$ cat config.mk
export PLATFORM = sky130hd
export DESIGN_NAME = square_tone_preview_generator_unit
export DESIGN_NICKNAME = d
export VERILOG_FILES = /design/src/design/stpg_pkg.sv /design/src/design/stpg_div.sv /design/src/design/square_tone_preview_generator_unit.sv
export SDC_FILE = /design/constraint.sdc
export NUM_CORES = 1
export LEC_CHECK = 0
export BUFFER_PORTS_ARGS = -buffer_cell sky130_fd_sc_hd__buf_2
export CAP_MARGIN = 20
export CORE_MARGIN = 5
export CORE_UTILIZATION = 40
export CTS_BUF_LIST = sky130_fd_sc_hd__clkbuf_4 sky130_fd_sc_hd__clkbuf_8
export DETAILED_ROUTE_END_ITERATION = 10
export PLACE_DENSITY = 0.56
export SETUP_SLACK_MARGIN = 0.02
export SYNTH_ARGS = -nofsm -noshare
export SYNTH_HDL_FRONTEND = slang
export SYNTH_SLANG_ARGS = --single-unit
$ cat constraint.sdc
create_clock -name clk -period 11.6 [get_ports clk]
set_clock_uncertainty 0.15 [all_clocks]
set_input_delay 2.32 -clock clk [delete_from_list [all_inputs] [get_ports clk]]
set_output_delay 2.32 -clock clk [all_outputs]
set_load 0.005 [all_outputs]
$ cat src/design/stpg_pkg.sv
// ----------------------------------------------------------------------------
// stpg_pkg
// Shared constants, types and helpers of the square tone preview generator.
// ----------------------------------------------------------------------------
package stpg_pkg;

  localparam int PHASE_BITS  = 24;
  localparam int MAX_SAMPLES = 64;
  localparam int MIN_SAMPLES = 8;
  localparam int CNT_W       = $clog2(MAX_SAMPLES + 1);

  localparam int REG_W     = 8;
  localparam int RATE_W    = 18;
  localparam int FREQ_W    = 11;
  localparam int D_W       = FREQ_W + 1;
  localparam int DIV_W     = D_W + RATE_W;
  localparam int QUOT_W    = 17 + PHASE_BITS + 1;
  localparam int QCNT_W    = $clog2(QUOT_W);
  localparam int AMP_W     = 15;
  localparam int SAMPLE_W  = 16;
  localparam int IN_DATA_W = 80;
  localparam int CFG_DW    = 18;
  localparam int CFG_AW    = 1;

  localparam logic [D_W-1:0]    D_FULL   = D_W'(2048);
  localparam logic [D_W-1:0]    D_MIN    = D_W'(32);
  localparam logic [AMP_W-1:0]  AMP_MAX  = AMP_W'(28000);
  localparam logic [REG_W-1:0]  MV_MASK  = 8'h77;
  localparam logic [REG_W-1:0]  RT_MASK  = 8'h11;
  localparam logic [REG_W-1:0]  PW_SOUND = 8'h80;

  localparam logic [PHASE_BITS-1:0] STEP_LO = PHASE_BITS'(64'd1 << (PHASE_BITS - 12));
  localparam logic [PHASE_BITS-1:0] STEP_HI = PHASE_BITS'((64'd9 << PHASE_BITS) / 64'd20);

  localparam logic [CNT_W-1:0]  COUNT_RST = CNT_W'(64);
  localparam logic [RATE_W-1:0] RATE_RST  = RATE_W'(48000);

  localparam logic [CFG_AW-1:0] REG_SAMPLE_COUNT = 1'd0;
  localparam logic [CFG_AW-1:0] REG_DEFAULT_RATE = 1'd1;

  typedef struct packed {
    logic              done;
    logic [QUOT_W-1:0] quot;
  } div_res_t;

  function automatic logic [PHASE_BITS-1:0] duty_thresh(input logic [1:0] sel);
    logic [PHASE_BITS:0] one;
    logic [PHASE_BITS:0] val;
    begin
      one = (PHASE_BITS + 1)'(1) << PHASE_BITS;
      case (sel)
        2'd0:    val = one >> 3;
        2'd1:    val = one >> 2;
        2'd2:    val = one >> 1;
        default: val = (one >> 1) + (one >> 2);
      endcase
      return val[PHASE_BITS-1:0];
    end
  endfunction

endpackage

$ cat src/design/stpg_div.sv
// ----------------------------------------------------------------------------
// stpg_div
// Bit-serial restoring divider: 2^(QUOT_W-1) / divisor, one quotient bit
// per cycle through one shared subtract and compare.
// ----------------------------------------------------------------------------
module stpg_div (
  input  logic                        clk,
  input  logic                        rst_n,
  input  logic                        start,
  input  logic [stpg_pkg::DIV_W-1:0]  divisor,
  output stpg_pkg::div_res_t          res
);
  import stpg_pkg::*;

  logic              busy_r, busy_nxt;
  logic              done_r, done_nxt;
  logic [QCNT_W-1:0] cnt_r, cnt_nxt;
  logic [DIV_W-1:0]  div_r, div_nxt;
  logic [DIV_W-1:0]  rem_r, rem_nxt;
  logic [QUOT_W-1:0] quot_r, quot_nxt;

  logic [DIV_W:0]    rem_sh;
  logic [DIV_W+1:0]  diff;
  logic              fits;

  always_comb begin
    rem_sh = {rem_r, (cnt_r == QCNT_W'(QUOT_W - 1))};
    diff   = {1'b0, rem_sh} - {2'b00, div_r};
    fits   = !diff[DIV_W+1];
  end

  always_comb begin
    busy_nxt = busy_r;
    done_nxt = 1'b0;
    cnt_nxt  = cnt_r;
    div_nxt  = div_r;
    rem_nxt  = rem_r;
    quot_nxt = quot_r;
    if (start) begin
      busy_nxt = 1'b1;
      cnt_nxt  = QCNT_W'(QUOT_W - 1);
      div_nxt  = divisor;
      rem_nxt  = '0;
      quot_nxt = '0;
    end else if (busy_r) begin
      rem_nxt  = fits ? diff[DIV_W-1:0] : rem_sh[DIV_W-1:0];
      quot_nxt = {quot_r[QUOT_W-2:0], fits};
      cnt_nxt  = cnt_r - QCNT_W'(1);
      if (cnt_r == '0) begin
        busy_nxt = 1'b0;
        done_nxt = 1'b1;
      end
    end
  end

  always_ff @(posedge clk) begin
    if (!rst_n) begin
      busy_r <= 1'b0;
      done_r <= 1'b0;
      cnt_r  <= '0;
    end else begin
      busy_r <= busy_nxt;
      done_r <= done_nxt;
      cnt_r  <= cnt_nxt;
    end
    div_r  <= div_nxt;
    rem_r  <= rem_nxt;
    quot_r <= quot_nxt;
  end

  assign res.done = done_r;
  assign res.quot = quot_r;

endmodule

$ cat src/design/square_tone_preview_generator_unit.sv
// ----------------------------------------------------------------------------
// square_tone_preview_generator_unit
// Pulse-wave preview of sound channel one from a register snapshot.
//
// Input words carry a snapshot of the channel-one registers and a sample
// rate; each accepted word yields a run of sample_count (clamped to 8..64)
// signed samples on the output channel, tlast set on the final sample of the run.
// An audible word first computes the phase step in a bit-serial divider,
// then emits one sample per cycle while the receiver takes them. A muted
// word skips the divider and emits its zeros at once.
// in_tready is high only while no word is in work; the last sample of a run
// may still wait in the output register while the next word is taken.
// A stalled receiver holds the output register and pauses the run.
// Reset clears the phase accumulator, sample_count to 64 and default_rate
// to 48000. Write configuration only while the block is idle.
// ----------------------------------------------------------------------------
module square_tone_preview_generator_unit (
  input  logic                            clk,
  input  logic                            rst_n,
  // duty_length_reg[7:0], envelope_reg[15:8], freq_low_reg[23:16],
  // freq_high_reg[31:24], master_volume_reg[39:32], routing_reg[47:40],
  // power_reg[55:48], rate_hz[73:56], zero fill above
  input  logic [stpg_pkg::IN_DATA_W-1:0]  in_tdata,
  input  logic                            in_tvalid,
  output logic                            in_tready,
  // sample_value[15:0]
  output logic [stpg_pkg::SAMPLE_W-1:0]   out_tdata,
  output logic                            out_tlast,
  output logic                            out_tvalid,
  input  logic                            out_tready,
  input  logic                            cfg_we,
  input  logic [stpg_pkg::CFG_AW-1:0]     cfg_addr,
  input  logic [stpg_pkg::CFG_DW-1:0]     cfg_wdata
);
  import stpg_pkg::*;

  localparam logic [1:0] ST_IDLE   = 2'd0;
  localparam logic [1:0] ST_DIVIDE = 2'd1;
  localparam logic [1:0] ST_EMIT   = 2'd2;

  logic [1:0]            state_r, state_nxt;
  logic [CNT_W-1:0]      cfg_count_r;
  logic [RATE_W-1:0]     cfg_rate_r;
  logic [PHASE_BITS-1:0] phase_r, phase_nxt;
  logic [PHASE_BITS-1:0] step_r, step_nxt;
  logic [PHASE_BITS-1:0] duty_r, duty_nxt;
  logic [AMP_W-1:0]      amp_r, amp_nxt;
  logic                  gated_r, gated_nxt;
  logic [CNT_W-1:0]      count_r, count_nxt;
  logic [CNT_W-1:0]      cnt_r, cnt_nxt;
  logic                  ovalid_r, ovalid_nxt;
  logic [SAMPLE_W-1:0]   odata_r, odata_nxt;
  logic                  olast_r, olast_nxt;

  logic [REG_W-1:0]  duty_reg, env_reg, flo_reg, fhi_reg, mv_reg, rt_reg, pw_reg;
  logic [RATE_W-1:0] rate_in, rate_sel;
  logic [D_W-1:0]    d_raw, d_val;
  logic [DIV_W-1:0]  divisor;
  logic [4:0]        mix_sum;
  logic [7:0]        vm;
  logic [AMP_W-1:0]  amp_raw;
  logic              audible, accept, div_start, load, last_smp;
  logic [CNT_W-1:0]  count_clamp;
  logic [QUOT_W-1:0] quot;
  div_res_t          div_res;

  assign duty_reg = in_tdata[7:0];
  assign env_reg  = in_tdata[15:8];
  assign flo_reg  = in_tdata[23:16];
  assign fhi_reg  = in_tdata[31:24];
  assign mv_reg   = in_tdata[39:32];
  assign rt_reg   = in_tdata[47:40];
  assign pw_reg   = in_tdata[55:48];
  assign rate_in  = in_tdata[73:56];

  assign in_tready = (state_r == ST_IDLE);
  assign accept    = in_tvalid && in_tready;

  always_comb begin
    audible = ((pw_reg & PW_SOUND) != '0) && (pw_reg[0] || fhi_reg[7]) &&
              ((mv_reg & MV_MASK) != '0) && ((rt_reg & RT_MASK) != '0) &&
              (env_reg[7:4] != 4'd0);
    rate_sel = (rate_in != '0) ? rate_in :
               (cfg_rate_r != '0) ? cfg_rate_r : RATE_W'(1);
    d_raw    = D_FULL - {1'b0, fhi_reg[2:0], flo_reg};
    d_val    = (d_raw < D_MIN) ? D_MIN : d_raw;
    divisor  = DIV_W'(d_val) * DIV_W'(rate_sel);
    mix_sum  = 5'(mv_reg[6:4]) + 5'(mv_reg[2:0]) + 5'd2;
    vm       = 8'(env_reg[7:4]) * 8'(mix_sum[4:1]);
    amp_raw  = AMP_W'({vm, 7'd0}) + AMP_W'({vm, 6'd0});
    count_clamp = (cfg_count_r < CNT_W'(MIN_SAMPLES)) ? CNT_W'(MIN_SAMPLES) :
                  (cfg_count_r > CNT_W'(MAX_SAMPLES)) ? CNT_W'(MAX_SAMPLES) :
                  cfg_count_r;
  end

  assign div_start = accept && audible;

  stpg_div u_div (
    .clk     (clk),
    .rst_n   (rst_n),
    .start   (div_start),
    .divisor (divisor),
    .res     (div_res)
  );

  assign quot     = div_res.quot;
  assign load     = (state_r == ST_EMIT) && (!ovalid_r || out_tready);
  assign last_smp = (cnt_r == count_r - CNT_W'(1));

  always_comb begin
    state_nxt  = state_r;
    phase_nxt  = phase_r;
    step_nxt   = step_r;
    duty_nxt   = duty_r;
    amp_nxt    = amp_r;
    gated_nxt  = gated_r;
    count_nxt  = count_r;
    cnt_nxt    = cnt_r;
    ovalid_nxt = ovalid_r && !out_tready;
    odata_nxt  = odata_r;
    olast_nxt  = olast_r;
    case (state_r)
      ST_IDLE: begin
        if (accept) begin
          gated_nxt = !audible;
          count_nxt = count_clamp;
          cnt_nxt   = '0;
          duty_nxt  = duty_thresh(duty_reg[7:6]);
          amp_nxt   = (amp_raw > AMP_MAX) ? AMP_MAX : amp_raw;
          state_nxt = audible ? ST_DIVIDE : ST_EMIT;
        end
      end
      ST_DIVIDE: begin
        if (div_res.done) begin
          if (quot < QUOT_W'(STEP_LO)) step_nxt = STEP_LO;
          else if (quot > QUOT_W'(STEP_HI)) step_nxt = STEP_HI;
          else step_nxt = quot[PHASE_BITS-1:0];
          state_nxt = ST_EMIT;
        end
      end
      ST_EMIT: begin
        if (load) begin
          ovalid_nxt = 1'b1;
          olast_nxt  = last_smp;
          if (gated_r) begin
            odata_nxt = '0;
          end else begin
            odata_nxt = (phase_r < duty_r) ? {1'b0, amp_r} : -{1'b0, amp_r};
            phase_nxt = phase_r + step_r;
          end
          cnt_nxt = cnt_r + CNT_W'(1);
          if (last_smp) state_nxt = ST_IDLE;
        end
      end
      default: state_nxt = ST_IDLE;
    endcase
  end

  always_ff @(posedge clk) begin
    if (!rst_n) begin
      state_r     <= ST_IDLE;
      phase_r     <= '0;
      ovalid_r    <= 1'b0;
      cfg_count_r <= COUNT_RST;
      cfg_rate_r  <= RATE_RST;
    end else begin
      state_r  <= state_nxt;
      phase_r  <= phase_nxt;
      ovalid_r <= ovalid_nxt;
      if (cfg_we) begin
        case (cfg_addr)
          REG_SAMPLE_COUNT: cfg_count_r <= cfg_wdata[CNT_W-1:0];
          REG_DEFAULT_RATE: cfg_rate_r  <= cfg_wdata[RATE_W-1:0];
          default: ;
        endcase
      end
    end
    step_r  <= step_nxt;
    duty_r  <= duty_nxt;
    amp_r   <= amp_nxt;
    gated_r <= gated_nxt;
    count_r <= count_nxt;
    cnt_r   <= cnt_nxt;
    odata_r <= odata_nxt;
    olast_r <= olast_nxt;
  end

  assign out_tvalid = ovalid_r;
  assign out_tdata  = odata_r;
  assign out_tlast  = olast_r;

  a_gated_phase: assert property (@(posedge clk) disable iff (!rst_n)
    (state_r == ST_EMIT && gated_r) |=> $stable(phase_r))
    else $error("phase moved during a muted run");

  a_div_done_state: assert property (@(posedge clk) disable iff (!rst_n)
    div_res.done |-> (state_r == ST_DIVIDE))
    else $error("divider finished outside the divide state");

  a_step_bounds: assert property (@(posedge clk) disable iff (!rst_n)
    (state_r == ST_EMIT && !gated_r) |-> (step_r >= STEP_LO && step_r <= STEP_HI))
    else $error("phase step out of bounds");

  a_cnt_range: assert property (@(posedge clk) disable iff (!rst_n)
    (state_r == ST_EMIT) |-> (cnt_r < count_r))
    else $error("sample counter overran the run length");

endmodule
Yosys cells after proc, flatten, opt, wreduce, memory -nomap -nowiden
Cells that the tools add are included.
Operators by class
  add/subtract/negate cells: 10
  $mul: 2
  magnitude comparators: 7
  equal/unequal tests: 10
  mux-type cells: 25
  bitwise gates (word level): 4
  reductions and logical operators: 37
Operators with widths (count)
  $pmux 24 s3: 1
  $gt 42x23->1 const B: 1
  $lt 42x13->1 const B: 1
  $mux 18: 2
  $reduce_bool 18->1: 2
  $sub 31x30->32: 1
  $mul 12x18->30: 1
  $mux 30: 1
  $add 24x24->24: 1
  $lt 24x24->1: 1
  $mux 23: 1
  $mux 7: 3
  $neg 15->16: 1
  $reduce_bool 8->1: 2
  $add 15x14->15: 1
  $gt 15x15->1 const B: 1
  $mux 15: 1
  $pmux 7 s2: 1
  $lt 12x6->1 const B: 1
  $mux 12: 1
  $mux 6: 2
  $sub 12x11->12 const A: 1
  $mux 2: 5
  $reduce_and 2->1: 5
  other kinds (28): 57
Word-level totals
  bits in registers: 257
  output and inout port bits: 19
  logic and storage cells: 118

Depth between registers and ports, before layout
Gate-level depths: netlist of the first run.
  word-level depth: 8
  gate-level depth with buffers: 30
  gate-level depth less buffers: 29

By module
A second synthesis of the first run with hierarchy kept.
Unflattened totals
  cells, all modules: 2244
  area, all modules: 19890.3 um2
By module, submodules not included
  square_tone_preview_generator_unit: times used 1, cells each 1649, area each 14146.1 um2, seq. area each 2962.8 um2
  stpg_div: times used 1, cells each 595, area each 5744.3 um2, seq. area each 2502.4 um2

Worst setup path before layout of the first run
OpenSTA, ideal clock, no wires.
  path kind: in2reg
  start point: input port in_tdata[19] (netlist name)
  end point: register u_div.div_r[29] (data pin)
  setup time: 261 ps
  arrival: 9364 ps
  slack: 1826 ps
  stages on the path: 24
  path buffers: 1
  cells stage by stage: or4_1 nor4_1 nand2b_1 xor2_1 nor4_4 nor3_1 clkbuf_1 nand2_1 fa_1 fa_1 inv_1 ha_1 fa_1 inv_1 fa_1 inv_1 ha_1 o21a_1 a2111oi_0 nor3b_1 o31a_1 o21ai_0 o21ai_0 o311a_1
Between the ends
  cells in the longest elaborated chain, start to end: 4
RTL lines
  start, declared: RTL line square_tone_preview_generator_unit.sv:23  | input logic [stpg_pkg::IN_DATA_W-1:0] in_tdata,
  $sub 12x11->12 (*): RTL line square_tone_preview_generator_unit.sv:85  | d_raw = D_FULL - {1'b0, fhi_reg[2:0], flo_reg};
  $lt 12x6->1: RTL line square_tone_preview_generator_unit.sv:86  | d_val = (d_raw < D_MIN) ? D_MIN : d_raw;
  $mux 12 (*): RTL line square_tone_preview_generator_unit.sv:86
  $mul 12x18->30 (*): RTL line square_tone_preview_generator_unit.sv:87  | divisor = DIV_W'(d_val) * DIV_W'(rate_sel);
  named net divisor[29]: RTL line square_tone_preview_generator_unit.sv:58  | logic [DIV_W-1:0] divisor;
  end signal, assigned: RTL line stpg_div.sv:66  | div_r <= div_nxt;
  end, declared: RTL line stpg_div.sv:18  | logic [DIV_W-1:0] div_r, div_nxt;
The timed path passes the listed nets; every way through them passes the cells marked *.
A chain may end at the register's enable or synchronous reset.

Worst setup path in the final report of the first run
  start point: input port in_tdata[16] (netlist name)
  end point: register u_div.div_r[29] (data pin)
Same word-level chain as after synthesis.

==> results of run 1 <==
-- worst min-delay path, delay by kind of cell, from the launching register on --
family             cells  cell delay [ns]
DFF                    1             0.30
AOI/OAI and AO/OA      1             0.06
and+or+nand+nor        1             0.05
-- cell usage in the layout, fill, tap and decap left out, types with 8 or more instances in the layout --
master / instances
a211oi_1: 21
a21boi_0: 30
a21o_1: 50
a21oi_1: 109
a31oi_1: 8
and2_1: 51
and3_1: 16
buf_2: 83
buf_4: 22
clkbuf_4: 12
clkbuf_8: 46
clkinv_1: 10
dfxtp_1: 131
edfxtp_1: 94
fa_1: 168
ha_1: 153
inv_1: 269
mux2i_1: 61
nand2_1: 297
nand2b_1: 34
nand3_1: 33
nand3b_1: 9
nand4_1: 10
nor2_1: 187
nor2b_1: 13
nor3_1: 36
nor4_1: 16
o21a_1: 16
o21ai_0: 80
o21bai_1: 9
o31ai_1: 9
or3_1: 13
xnor2_1: 68
xor2_1: 45
-- layer usage --
layer | routed length [um] | track usage, % | vias to the layer above
met5 | 0 | 0 | -
li1 | - | - | 7458
met3 | 1550 | 2.315 | 87
met4 | 1124 | 5.293 | 0
met2 | 21750 | 29.66 | 229
met1 | 18750 | 20.44 | 7239
-- state kept, by name, indices dropped and copies added, names as in the netlist, 2 cells and up --
register      count
amp_r            10
duty_r            3
phase_r          24
cfg_count_r       7
cfg_rate_r       18
cnt_r             7
u_div.quot_r     42
out_tdata        11
u_div.div_r      30
state_r           2
u_div.cnt_r       6
u_div.rem_r      30
step_r           24
count_r           7
-- power breakdown --
group | switching (mW) | internal (mW)
Sequential | 0.0904 | 1.08
Combinational | 1.59 | 1.25
Clock | 0.353 | 0.408
Total | 2.03 | 2.74
-- area by class of cell --
cell class	count	area, sq um
clock buffer	58	723.2
clock inverter	21	106.4
fill	4843	27180
inverter	270	1013
multi-input combinational	1627	12800
sequential	226	5469
tap	622	778.2
timing repair buffer	105	580.6
-- metrics by stage --
step                utilization (%)  cells  hold WS, ns  setup WS [ns]
finish                        44.13   2929       0.3147          1.345
global placement              42.43   2850       0.3055         0.8165
CTS                           44.13   2929       0.3199          1.386
detailed placement            42.43   2850       0.3127         0.7501
global route                  44.13   2929       0.3401         0.9434
floorplan                         -   2204       0.2888          1.826
-- final timing paths --
path	start	end	depth (start not counted)
worst max register to register	cfg_rate_r[2]$_SDFFE_PN0P_	u_div.div_r[29]$_DFFE_PP_	21
worst max-delay path	in_tdata[16]	u_div.div_r[29]$_DFFE_PP_	28
worst min register to register	cfg_count_r[2]$_SDFFE_PN0P_	cfg_count_r[2]$_SDFFE_PN0P_	2
worst min-delay path	cfg_count_r[2]$_SDFFE_PN0P_	cfg_count_r[2]$_SDFFE_PN0P_	2
-- kinds of logic after synthesis --
logic type / Yosys count
other: 1
muxes: 63
AOI/OAI and AO/OA: 371
buffers and inverters: 351
and+or+nand+nor: 753
DFF: 226
xor gates and xnor gates: 113
adders and majority gates: 321
==> metrics.cfg, run 1 <==
[drt]
drc = 0
via_per_inst = 5.126
vias = 15010
wirelength_mm = 43.17
dr.pass1.iters = 5
dr.first_iter.drc_count = 679
avgRoutedWirePerCell_um = 14.74
antenna_left = 0

[cts]
root_buffer = clkbuf_8
clk_pin_slew_ns = 0.05
cts_made_buffers = 43
cts_tree = built
ctsResizeCount = 0
cts_hold_buf = 0
clock-sinks = 226
cts_setup_buffers = 0
cts_buffer_depth = 3
htreeDepth = 2
worstSkewPairLatency_ns = 0.60

[yosys]
synth_top_area_share_pct = 17.19
yosys.area_share.adder_pct = 26.98
synth-compound-area-share_pct = 12.01
synth_top_area_cell = fa_1
ys_seq_elements = 226
synthCells = 2199
yosys-top-cells-area = fa_1 17%, edfxtp_1 14%, dfxtp_1 14%, ha_1 9.8%, nand2_1 5.7%
netlist_area_sq_um = 19560
seq_area_frac_synth_pct = 27.94
yosys_warnings = 0
ys_top_cells_by_count = 297 x nand2_1, 269 x inv_1, 187 x nor2_1
ys.flop_type = dfxtp_1
synthSimpleGateAreaFrac_pct = 17.90
synth_cell_type_count = 70
yosysMostFrequentCell = nand2_1
synth_xor_area_share_pct = 5.060
synthMuxAreaShare_pct = 3.237
synth_area_per_cell_sq_um = 8.895
synth_edf_count = 94
synth-async-reset-ratio_pct = 0
synth_top_family_by_area = adder cells

[global_routing]
antenna_found_initial = 0
grt_start_max_net_pins = 74
grt_pass1_vias = 15480
grt_pass1_wl_mm = 73.84
grt_usage_pct = 16.48
grt-ovfl-total = 0

[setup_path]
r2r_slack_ns = 4.04
cp-end-kind = flop
critPathRequiredTime_ns = 11.78
critPathMaxStageDelay_ns = 0.64
critical-path-top-delay-family = simple AND/OR/NAND/NOR gates
cp_slowest_cell = nor4_4
critPathArrivalTime_ns = 10.44
timing.critical_path.buf_inv = 6
crit_type = primary input to flop
cp_common_cell = fa_1
start_kind = primary input
crit_fanout = 10

[timing]
slew_headroom_pct = 29.52
setup-tns-final_ns = 0
worstMarginPinSlew_ns = 1.055
max_freq_ghz = 0.09751
fin_crit_sh_pct = 88.41
hold_viol = 0
setup_viol = 0
final_max_slew_viol_count = 0
rsz0062_at_grt = false
period_minus_slack_ns = 10.26

[power]
powerDensity_nw_per_um2 = 222.3
vdd_ir_drop_max_v = 0.0001933
p_leak_nw = 9.897
total_power_mw = 4.774

[run_status]
outcome = finished clean

[place]
routabilityCongestion = 0.8658
dp.final_hpwl_mm = 33.46
placed_area_sq_um = 20640
port_buffers = 83

[floorplan]
ios = 123
die_h_um = 231.1
core_sq_um = 48650
start_util_pct = 40.21
rows = 81
die_x_um = 231.1
die_area_sq_um = 53420

[layout]
drive_gt1_share_pct = 8.322
nets = 2698
diodes = 0
stdcell_area_sq_um = 21470
area_growth_pct = 9.761

[min_path]
hp-class = flop to flop

[run]
maxCapViolations = 0

Power figures use the tool's default switching activity.
==> run 2, diff against run 1 <==
--- a/config.mk
+++ b/config.mk
@@ -5,6 +5,7 @@
 export SDC_FILE = /design/constraint.sdc
 export NUM_CORES = 1
 export LEC_CHECK = 0
+export ABC_AREA = 1
 export BUFFER_PORTS_ARGS = -buffer_cell sky130_fd_sc_hd__buf_2
 export CAP_MARGIN = 20
 export CORE_MARGIN = 5
==> metrics.cfg, run 2 <==
[setup_path]
start_kind = primary input
critPathArrivalTime_ns = 9.82  ; -0.62 ns
crit_fanout = 29  ; +19
critPathRequiredTime_ns = 11.81  ; +0.03 ns
cp-end-kind = flop
cp_common_cell = nand2_1
crit_type = primary input to flop
cp_slowest_cell = a21boi_0
critPathMaxStageDelay_ns = 0.56  ; -0.08 ns

[floorplan]
start_util_pct = 40.58  ; +0.37 points
core_sq_um = 52870  ; +8.7%
ios = 123  ; unchanged
die_area_sq_um = 58360  ; +9.2%
die_x_um = 241.6  ; +4.5%
die_h_um = 241.6  ; +4.5%
rows = 84  ; +3.7%

[power]
seqPwrFrac_pct = 22.0  ; -2.6 points
p_leak_nw = 12.40  ; +25%
internal-power_mw = 2.804  ; +2.3%
combPwrFrac_pct = 61.4  ; +1.9 points
switching_share_pct = 47.45  ; +4.9 points
netSwitchingPower_mw = 2.532  ; +25%
powerDensity_nw_per_um2 = 226.7  ; +2.0%
vdd_ir_drop_max_v = 0.0001597  ; -17%
total_power_mw = 5.336  ; +12%
clockPowerShare_pct = 16.7  ; +0.8 points

[layout]
drive_gt1_share_pct = 6.667  ; -1.7 points
layout_common_cells = 724 x nand2_1, 640 x inv_1, 288 x nor2_1
area_growth_pct = 9.687  ; about the same
nets = 3495  ; +30%
top_register = u_div.quot_r
instances_no_fill = 3794  ; +30%
largest_register_ffs = 42  ; unchanged
biggestRegsByFlops = u_div.quot_r (42), u_div.div_r (30), u_div.rem_r (30)
finish.utilization_pct = 44.51  ; +0.38 points
layout.cells.most_common = nand2_1

[place]
port_buffers = 83  ; unchanged
dp.final_hpwl_mm = 42.65  ; +27%
routabilityCongestion = 0.8974  ; +3.6%
dp.cells = 3712  ; +30%

[yosys]
netlist_area_sq_um = 21450  ; +9.7%
ys_top_cells_by_count = 724 x nand2_1, 640 x inv_1, 290 x nor2_1
synth-async-reset-ratio_pct = 0  ; unchanged
synth_top_area_share_pct = 15.68  ; -1.5 points
synth_cell_type_count = 53  ; -24%
synthCells = 2991  ; +36%
synth_edf_count = 94  ; unchanged
synth_area_per_cell_sq_um = 7.173  ; -19%
yosysMostFrequentCell = nand2_1
synth_top_area_cell = fa_1
yosys_warnings = 0  ; unchanged
yosys-top-cells-area = fa_1 16%, edfxtp_1 13%, nand2_1 13%, dfxtp_1 12%, inv_1 11%
seq_area_frac_synth_pct = 25.48  ; -2.5 points
ys_seq_elements = 226  ; unchanged
ys.flop_type = dfxtp_1

[run_status]
outcome = finished clean

[timing]
fin_crit_sh_pct = 82.88  ; -5.5 points
worstMarginPinSlew_ns = 0.9073  ; -0.1477 ns
rsz0062_at_grt = false
setup-tns-final_ns = 0  ; unchanged
period_minus_slack_ns = 9.615  ; -0.6406 ns
setup_viol = 0  ; unchanged
max_freq_ghz = 0.1040  ; +6.7%
hold_viol = 0  ; unchanged
slew_headroom_pct = 39.51  ; +10 points
final_max_slew_viol_count = 0  ; unchanged

[drt]
drc = 0  ; unchanged
vias = 18650  ; +24%
avgRoutedWirePerCell_um = 14.21  ; -3.6%
antenna_left = 0  ; unchanged
dr.first_iter.drc_count = 904  ; +33%
via_per_inst = 4.915  ; -4.1%
dr.pass1.iters = 5  ; unchanged
wirelength_mm = 53.91  ; +25%

[run]
maxCapViolations = 0  ; unchanged

[global_routing]
grt_pass1_vias = 19040  ; +23%
grt_pass1_wl_mm = 91.80  ; +24%
grt_start_max_net_pins = 75  ; +1.4%
grt_usage_pct = 18.52  ; +2.0 points
grt-ovfl-total = 0  ; unchanged
antenna_found_initial = 1  ; +1

[cts]
cts_buffer_depth = 3  ; unchanged
worstSkewPairLatency_ns = 0.61  ; about the same
ctsResizeCount = 0  ; unchanged
cts_hold_buf = 0  ; unchanged
cts_tree = built
cts_made_buffers = 43  ; unchanged
cts_setup_buffers = 0  ; unchanged
root_buffer = clkbuf_8
clk_pin_slew_ns = 0.06  ; about the same
htreeDepth = 2  ; unchanged
clock-sinks = 226  ; unchanged

[min_path]
hp-class = flop to flop

-- run 2: changes by cell type after synthesis, sizes merged, moves of 51 or more --
cell,previous run,this run
nand2,297,730
inv,269,644
nand3,33,192
nor2,187,294
mux2i,61,0
o21ai,80,131
-- run 2: stage by stage --
| stage | hold WS (ns) | setup slack [ns] | instance area [sq um] |
|---|---|---|---|
| finish | 0.3287 | 1.985 | 23530 |
| global route | 0.3630 | 1.531 | 23530 |
| CTS | 0.3306 | 2.117 | 23520 |
| detailed placement | 0.3191 | 1.446 | 22540 |
| global placement | 0.3131 | 1.475 | 22540 |
| floorplan | 0.2941 | 3.316 | 21470 |
-- run 2: cell type report --
type	count	area [sq um]
antenna	1	2.502
clock buffer	66	827.0
clock inverter	14	158.9
fill	5404	29330
inverter	654	2456
multi-input combinational	2046	13220
sequential	226	5466
tap	688	860.8
timing repair buffer	99	535.5
-- run 2: logic make-up after synthesis --
logic type | share of synthesized area (%)
AND/OR/NAND/NOR | 25.63
buffers and inverters | 12.99
AO/OA/AOI/OAI | 8.352
adder cells (fa/ha/maj) | 24.60
flip-flops | 25.48
XOR/XNOR | 2.934
other | 0.01748
-- run 2: final timing paths --
| path | startpoint | to | slack [ns] | cells past startpoint |
|---|---|---|---|---|
| max | in_tdata[16] | u_div.div_r[28]$_DFFE_PP_ | 1.99 | 29 |
| min | u_div.cnt_r[1]$_SDFFE_PP0P_ | u_div.cnt_r[1]$_SDFFE_PP0P_ | 0.33 | 2 |
| min reg2reg | u_div.cnt_r[1]$_SDFFE_PP0P_ | u_div.cnt_r[1]$_SDFFE_PP0P_ | 0.33 | 2 |
| max reg2reg | cfg_rate_r[13]$_SDFFE_PN1P_ | u_div.div_r[28]$_DFFE_PP_ | 5.06 | 24 |
-- run 2: metal layers --
layer / global-route usage [%] / vias up / share of wire, %
met5: 0 / - / 0
met4: 6.445 / 0 / 3.1
met3: 2.394 / 103 / 4.3
met2: 32.31 / 349 / 48
met1: 23.76 / 8782 / 45
li1: - / 9414 / -
-- run 2: critical path: cells and delay by family --
family | cells | cell delay, ns
xor+xnor | 1 | 0.15
buf+inv | 8 | 1.74
simple gates | 10 | 1.56
compound gates | 4 | 1.26
fa+ha+maj | 6 | 2.78
-- run 2: power by group through the flow --
stage          Sequential [mW]  Combinational (mW)  Clock, mW
5_1_grt                   1.19                3.77      0.958
3_3_place_gp              1.19                3.25          0
3_5_place_dp              1.19                3.28          0
6_report                  1.17                3.28      0.889
2_1_floorplan             1.16                2.50          0
4_1_cts                   1.17                3.30      0.931
==> run 3, diff against run 2 <==
--- a/config.mk
+++ b/config.mk
@@ -5,14 +5,14 @@
 export SDC_FILE = /design/constraint.sdc
 export NUM_CORES = 1
 export LEC_CHECK = 0
-export ABC_AREA = 1
+export ABC_AREA = 0
 export BUFFER_PORTS_ARGS = -buffer_cell sky130_fd_sc_hd__buf_2
 export CAP_MARGIN = 20
 export CORE_MARGIN = 5
 export CORE_UTILIZATION = 40
 export CTS_BUF_LIST = sky130_fd_sc_hd__clkbuf_4 sky130_fd_sc_hd__clkbuf_8
 export DETAILED_ROUTE_END_ITERATION = 10
-export PLACE_DENSITY = 0.56
+export PLACE_DENSITY = 0.59
 export SETUP_SLACK_MARGIN = 0.02
 export SYNTH_ARGS = -nofsm -noshare
 export SYNTH_HDL_FRONTEND = slang
==> constraint.sdc (replaced) <==
create_clock -name clk -period 8.73 [get_ports clk]
set_clock_uncertainty 0.15 [all_clocks]
set_input_delay 1.746 -clock clk [delete_from_list [all_inputs] [get_ports clk]]
set_output_delay 1.746 -clock clk [all_outputs]
set_load 0.005 [all_outputs]
==> metrics.cfg, run 3 (synthesized netlist as in run 1, its figures left out) <==
[setup_path]
r2r-start = cfg_rate_r[1]$_SDFFE_PN0P_
cp-end-kind = flop
critPathLaunch = in_tdata[16]
critPathArrivalTime_ns = 8.55  ; -1.27 ns
r2r_cells = 22  ; -8.3%
start_kind = primary input
critPathRequiredTime_ns = 8.88  ; -2.93 ns
critPathMaxStageDelay_ns = 0.56  ; about the same
crit_fanout = 12  ; -59%
r2r_slack_ns = 1.94  ; -3.12 ns
cp_slowest_cell = fa_1
r2r_end = u_div.div_r[29]$_DFFE_PP_
crit_type = primary input to flop
endpoint = u_div.div_r[28]$_DFFE_PP_

[layout]
stdcell_area_sq_um = 22350  ; -5.0%
fillCellCount = 4779  ; -12%
instances_no_fill = 3010  ; -21%
largest_register_ffs = 42  ; unchanged
nets = 2780  ; -20%
top_register = u_div.quot_r
layout.cells.most_common = nand2_1
drive_gt1_share_pct = 12.52  ; +5.9 points
layout_common_cells = 297 x nand2_1, 269 x inv_1, 185 x nor2_1
biggestRegsByFlops = u_div.quot_r (42), u_div.div_r (30), u_div.rem_r (30)
diodes = 0  ; -1
multi_input_area_sq_um = 12900  ; -2.5%
ff_latch_area_sq_um = 5469  ; about the same
area_growth_pct = 14.28

[global_routing]
antenna_found_initial = 0  ; -1
grt_pass1_wl_mm = 73.44  ; -20%
grt-ovfl-total = 0  ; unchanged
grt_pass1_vias = 15510  ; -19%
grt_usage_pct = 16.21  ; -2.3 points
grt_start_max_net_pins = 81  ; +8.0%

[floorplan]
die_h_um = 231.1  ; -4.3%
die_x_um = 231.1  ; -4.3%
start_util_pct = 40.21  ; -0.37 points
die_area_sq_um = 53420  ; -8.5%
rows = 81  ; -3.6%
ios = 123  ; unchanged
core_sq_um = 48650  ; -8.0%

[cts]
htreeDepth = 2  ; unchanged
cts_tree = built
cts_buffer_depth = 3  ; unchanged
clock-sinks = 226  ; unchanged
worstSkewPairLatency_ns = 0.57  ; -0.04 ns
clk_pin_slew_ns = 0.07  ; about the same
cts_hold_buf = 0  ; unchanged
root_buffer = clkbuf_8
cts_made_buffers = 41  ; -4.7%

[run_status]
outcome = finished clean

[drt]
dr.pass1.iters = 7  ; +2
antenna_left = 0  ; unchanged
avgRoutedWirePerCell_um = 14.18  ; -0.24%
vias = 15240  ; -18%
wirelength_mm = 42.67  ; -21%
dr.first_iter.drc_count = 702  ; -22%
drc = 0  ; unchanged
via_per_inst = 5.064  ; +3.0%

[power]
powerDensity_nw_per_um2 = 313.1  ; +38%
vdd_ir_drop_max_v = 0.0002656  ; +66%
p_leak_nw = 10.41  ; -16%

[min_path]
hp-class = flop to flop

[place]
placed_area_sq_um = 21360  ; -5.2%
port_buffers = 83  ; unchanged
dp.cells = 2933  ; -21%
dp.final_hpwl_mm = 33.83  ; -21%
routabilityCongestion = 0.8715  ; -2.9%

[timing]
hold_viol = 0  ; unchanged
final_max_slew_viol_count = 0  ; unchanged
worstMarginPinSlew_ns = 0.9714  ; +0.06410 ns
rsz0062_at_grt = false
period_minus_slack_ns = 8.402
max_freq_ghz = 0.1190
slew_headroom_pct = 35.24  ; -4.3 points
fin_crit_sh_pct = 96.24
setup_viol = 0  ; unchanged

[run]
maxCapViolations = 0  ; unchanged

-- run 3: cell count changes in the layout (fill, tap and decap cells not counted), moves of 27 or more --
| cell | delta |
|---|---|
| mux2i_1 | +61 |
| and2_1 | +44 |
| nand2b_1 | +32 |
| o21ai_0 | -46 |
| xnor2_1 | +42 |
| inv_1 | -371 |
| a21boi_0 | +27 |
| nand2_1 | -427 |
| buf_4 | +88 |
| a21o_1 | +42 |
| nand3_1 | -157 |
| nor2_1 | -103 |
-- run 3: critical path: cells and delay by family --
family	cells	cell delay, ns
buf+inv	7	0.69
xor+xnor	2	0.26
simple gates	5	1.45
compound gates	9	1.56
fa+ha+maj	7	2.85
-- run 3: worst min-delay path by stage --
stage,from,to,cells past startpoint
6_report,cfg_count_r[2]$_SDFFE_PN0P_,cfg_count_r[2]$_SDFFE_PN0P_,2
5_1_grt,cfg_count_r[3]$_SDFFE_PN0P_,cfg_count_r[3]$_SDFFE_PN0P_,2
4_1_cts,cfg_count_r[2]$_SDFFE_PN0P_,cfg_count_r[2]$_SDFFE_PN0P_,2
3_5_place_dp,cfg_count_r[2]$_SDFFE_PN0P_,cfg_count_r[2]$_SDFFE_PN0P_,2
3_3_place_gp,cfg_count_r[2]$_SDFFE_PN0P_,cfg_count_r[2]$_SDFFE_PN0P_,2
2_1_floorplan,cfg_count_r[1]$_SDFFE_PN0P_,cfg_count_r[1]$_SDFFE_PN0P_,2
-- run 3: what timing repair did --
item / in CTS / in global routing
setup endpoints to repair: 0 / 11
gates resized for setup: 0 / 10
buffers inserted: 0 / 1
-- run 3: power breakdown --
group / internal, mW / total (mW) / leakage (nW) / switching [mW]
logic: 2.08 / 4.29 / 7.95 / 2.21
clock network: 0.679 / 1.15 / 0.497 / 0.470
registers: 1.44 / 1.56 / 1.97 / 0.120
total: 4.19 / 7.00 / 10.4 / 2.80
-- run 3: metal layers --
| layer | wire [um] | global-route usage [%] |
|---|---|---|
| met5 | 0 | 0 |
| met4 | 1099 | 4.551 |
| met3 | 1447 | 2.511 |
| met2 | 21230 | 28.82 |
| met1 | 18890 | 20.53 |
-- run 3: cell type report --
| cell class | count | share of cell area (%) |
|---|---|---|
| clock buffer | 61 | 3.392 |
| multi-input combinational | 1627 | 57.71 |
| clock inverter | 15 | 0.8340 |
| timing repair buffer | 189 | 5.586 |
| tap | 622 | 3.481 |
| sequential | 226 | 24.47 |
| inverter | 270 | 4.534 |
-- run 3: through the flow --
step	setup WS (ns)	setup TNS (ns)	hold WS (ns)	power, mW	utilization, %
finish	0.3283	0	0.3096	6.999	45.95
global route	0.04604	0	0.3512	7.733	45.95
CTS	0.1907	0	0.3164	7.085	45.85
detailed placement	-0.3956	-3.072	0.3056	5.877	43.91
global placement	-0.3093	-2.041	0.3035	5.815	43.91
floorplan	0.01808	0	0.2888	4.667	-
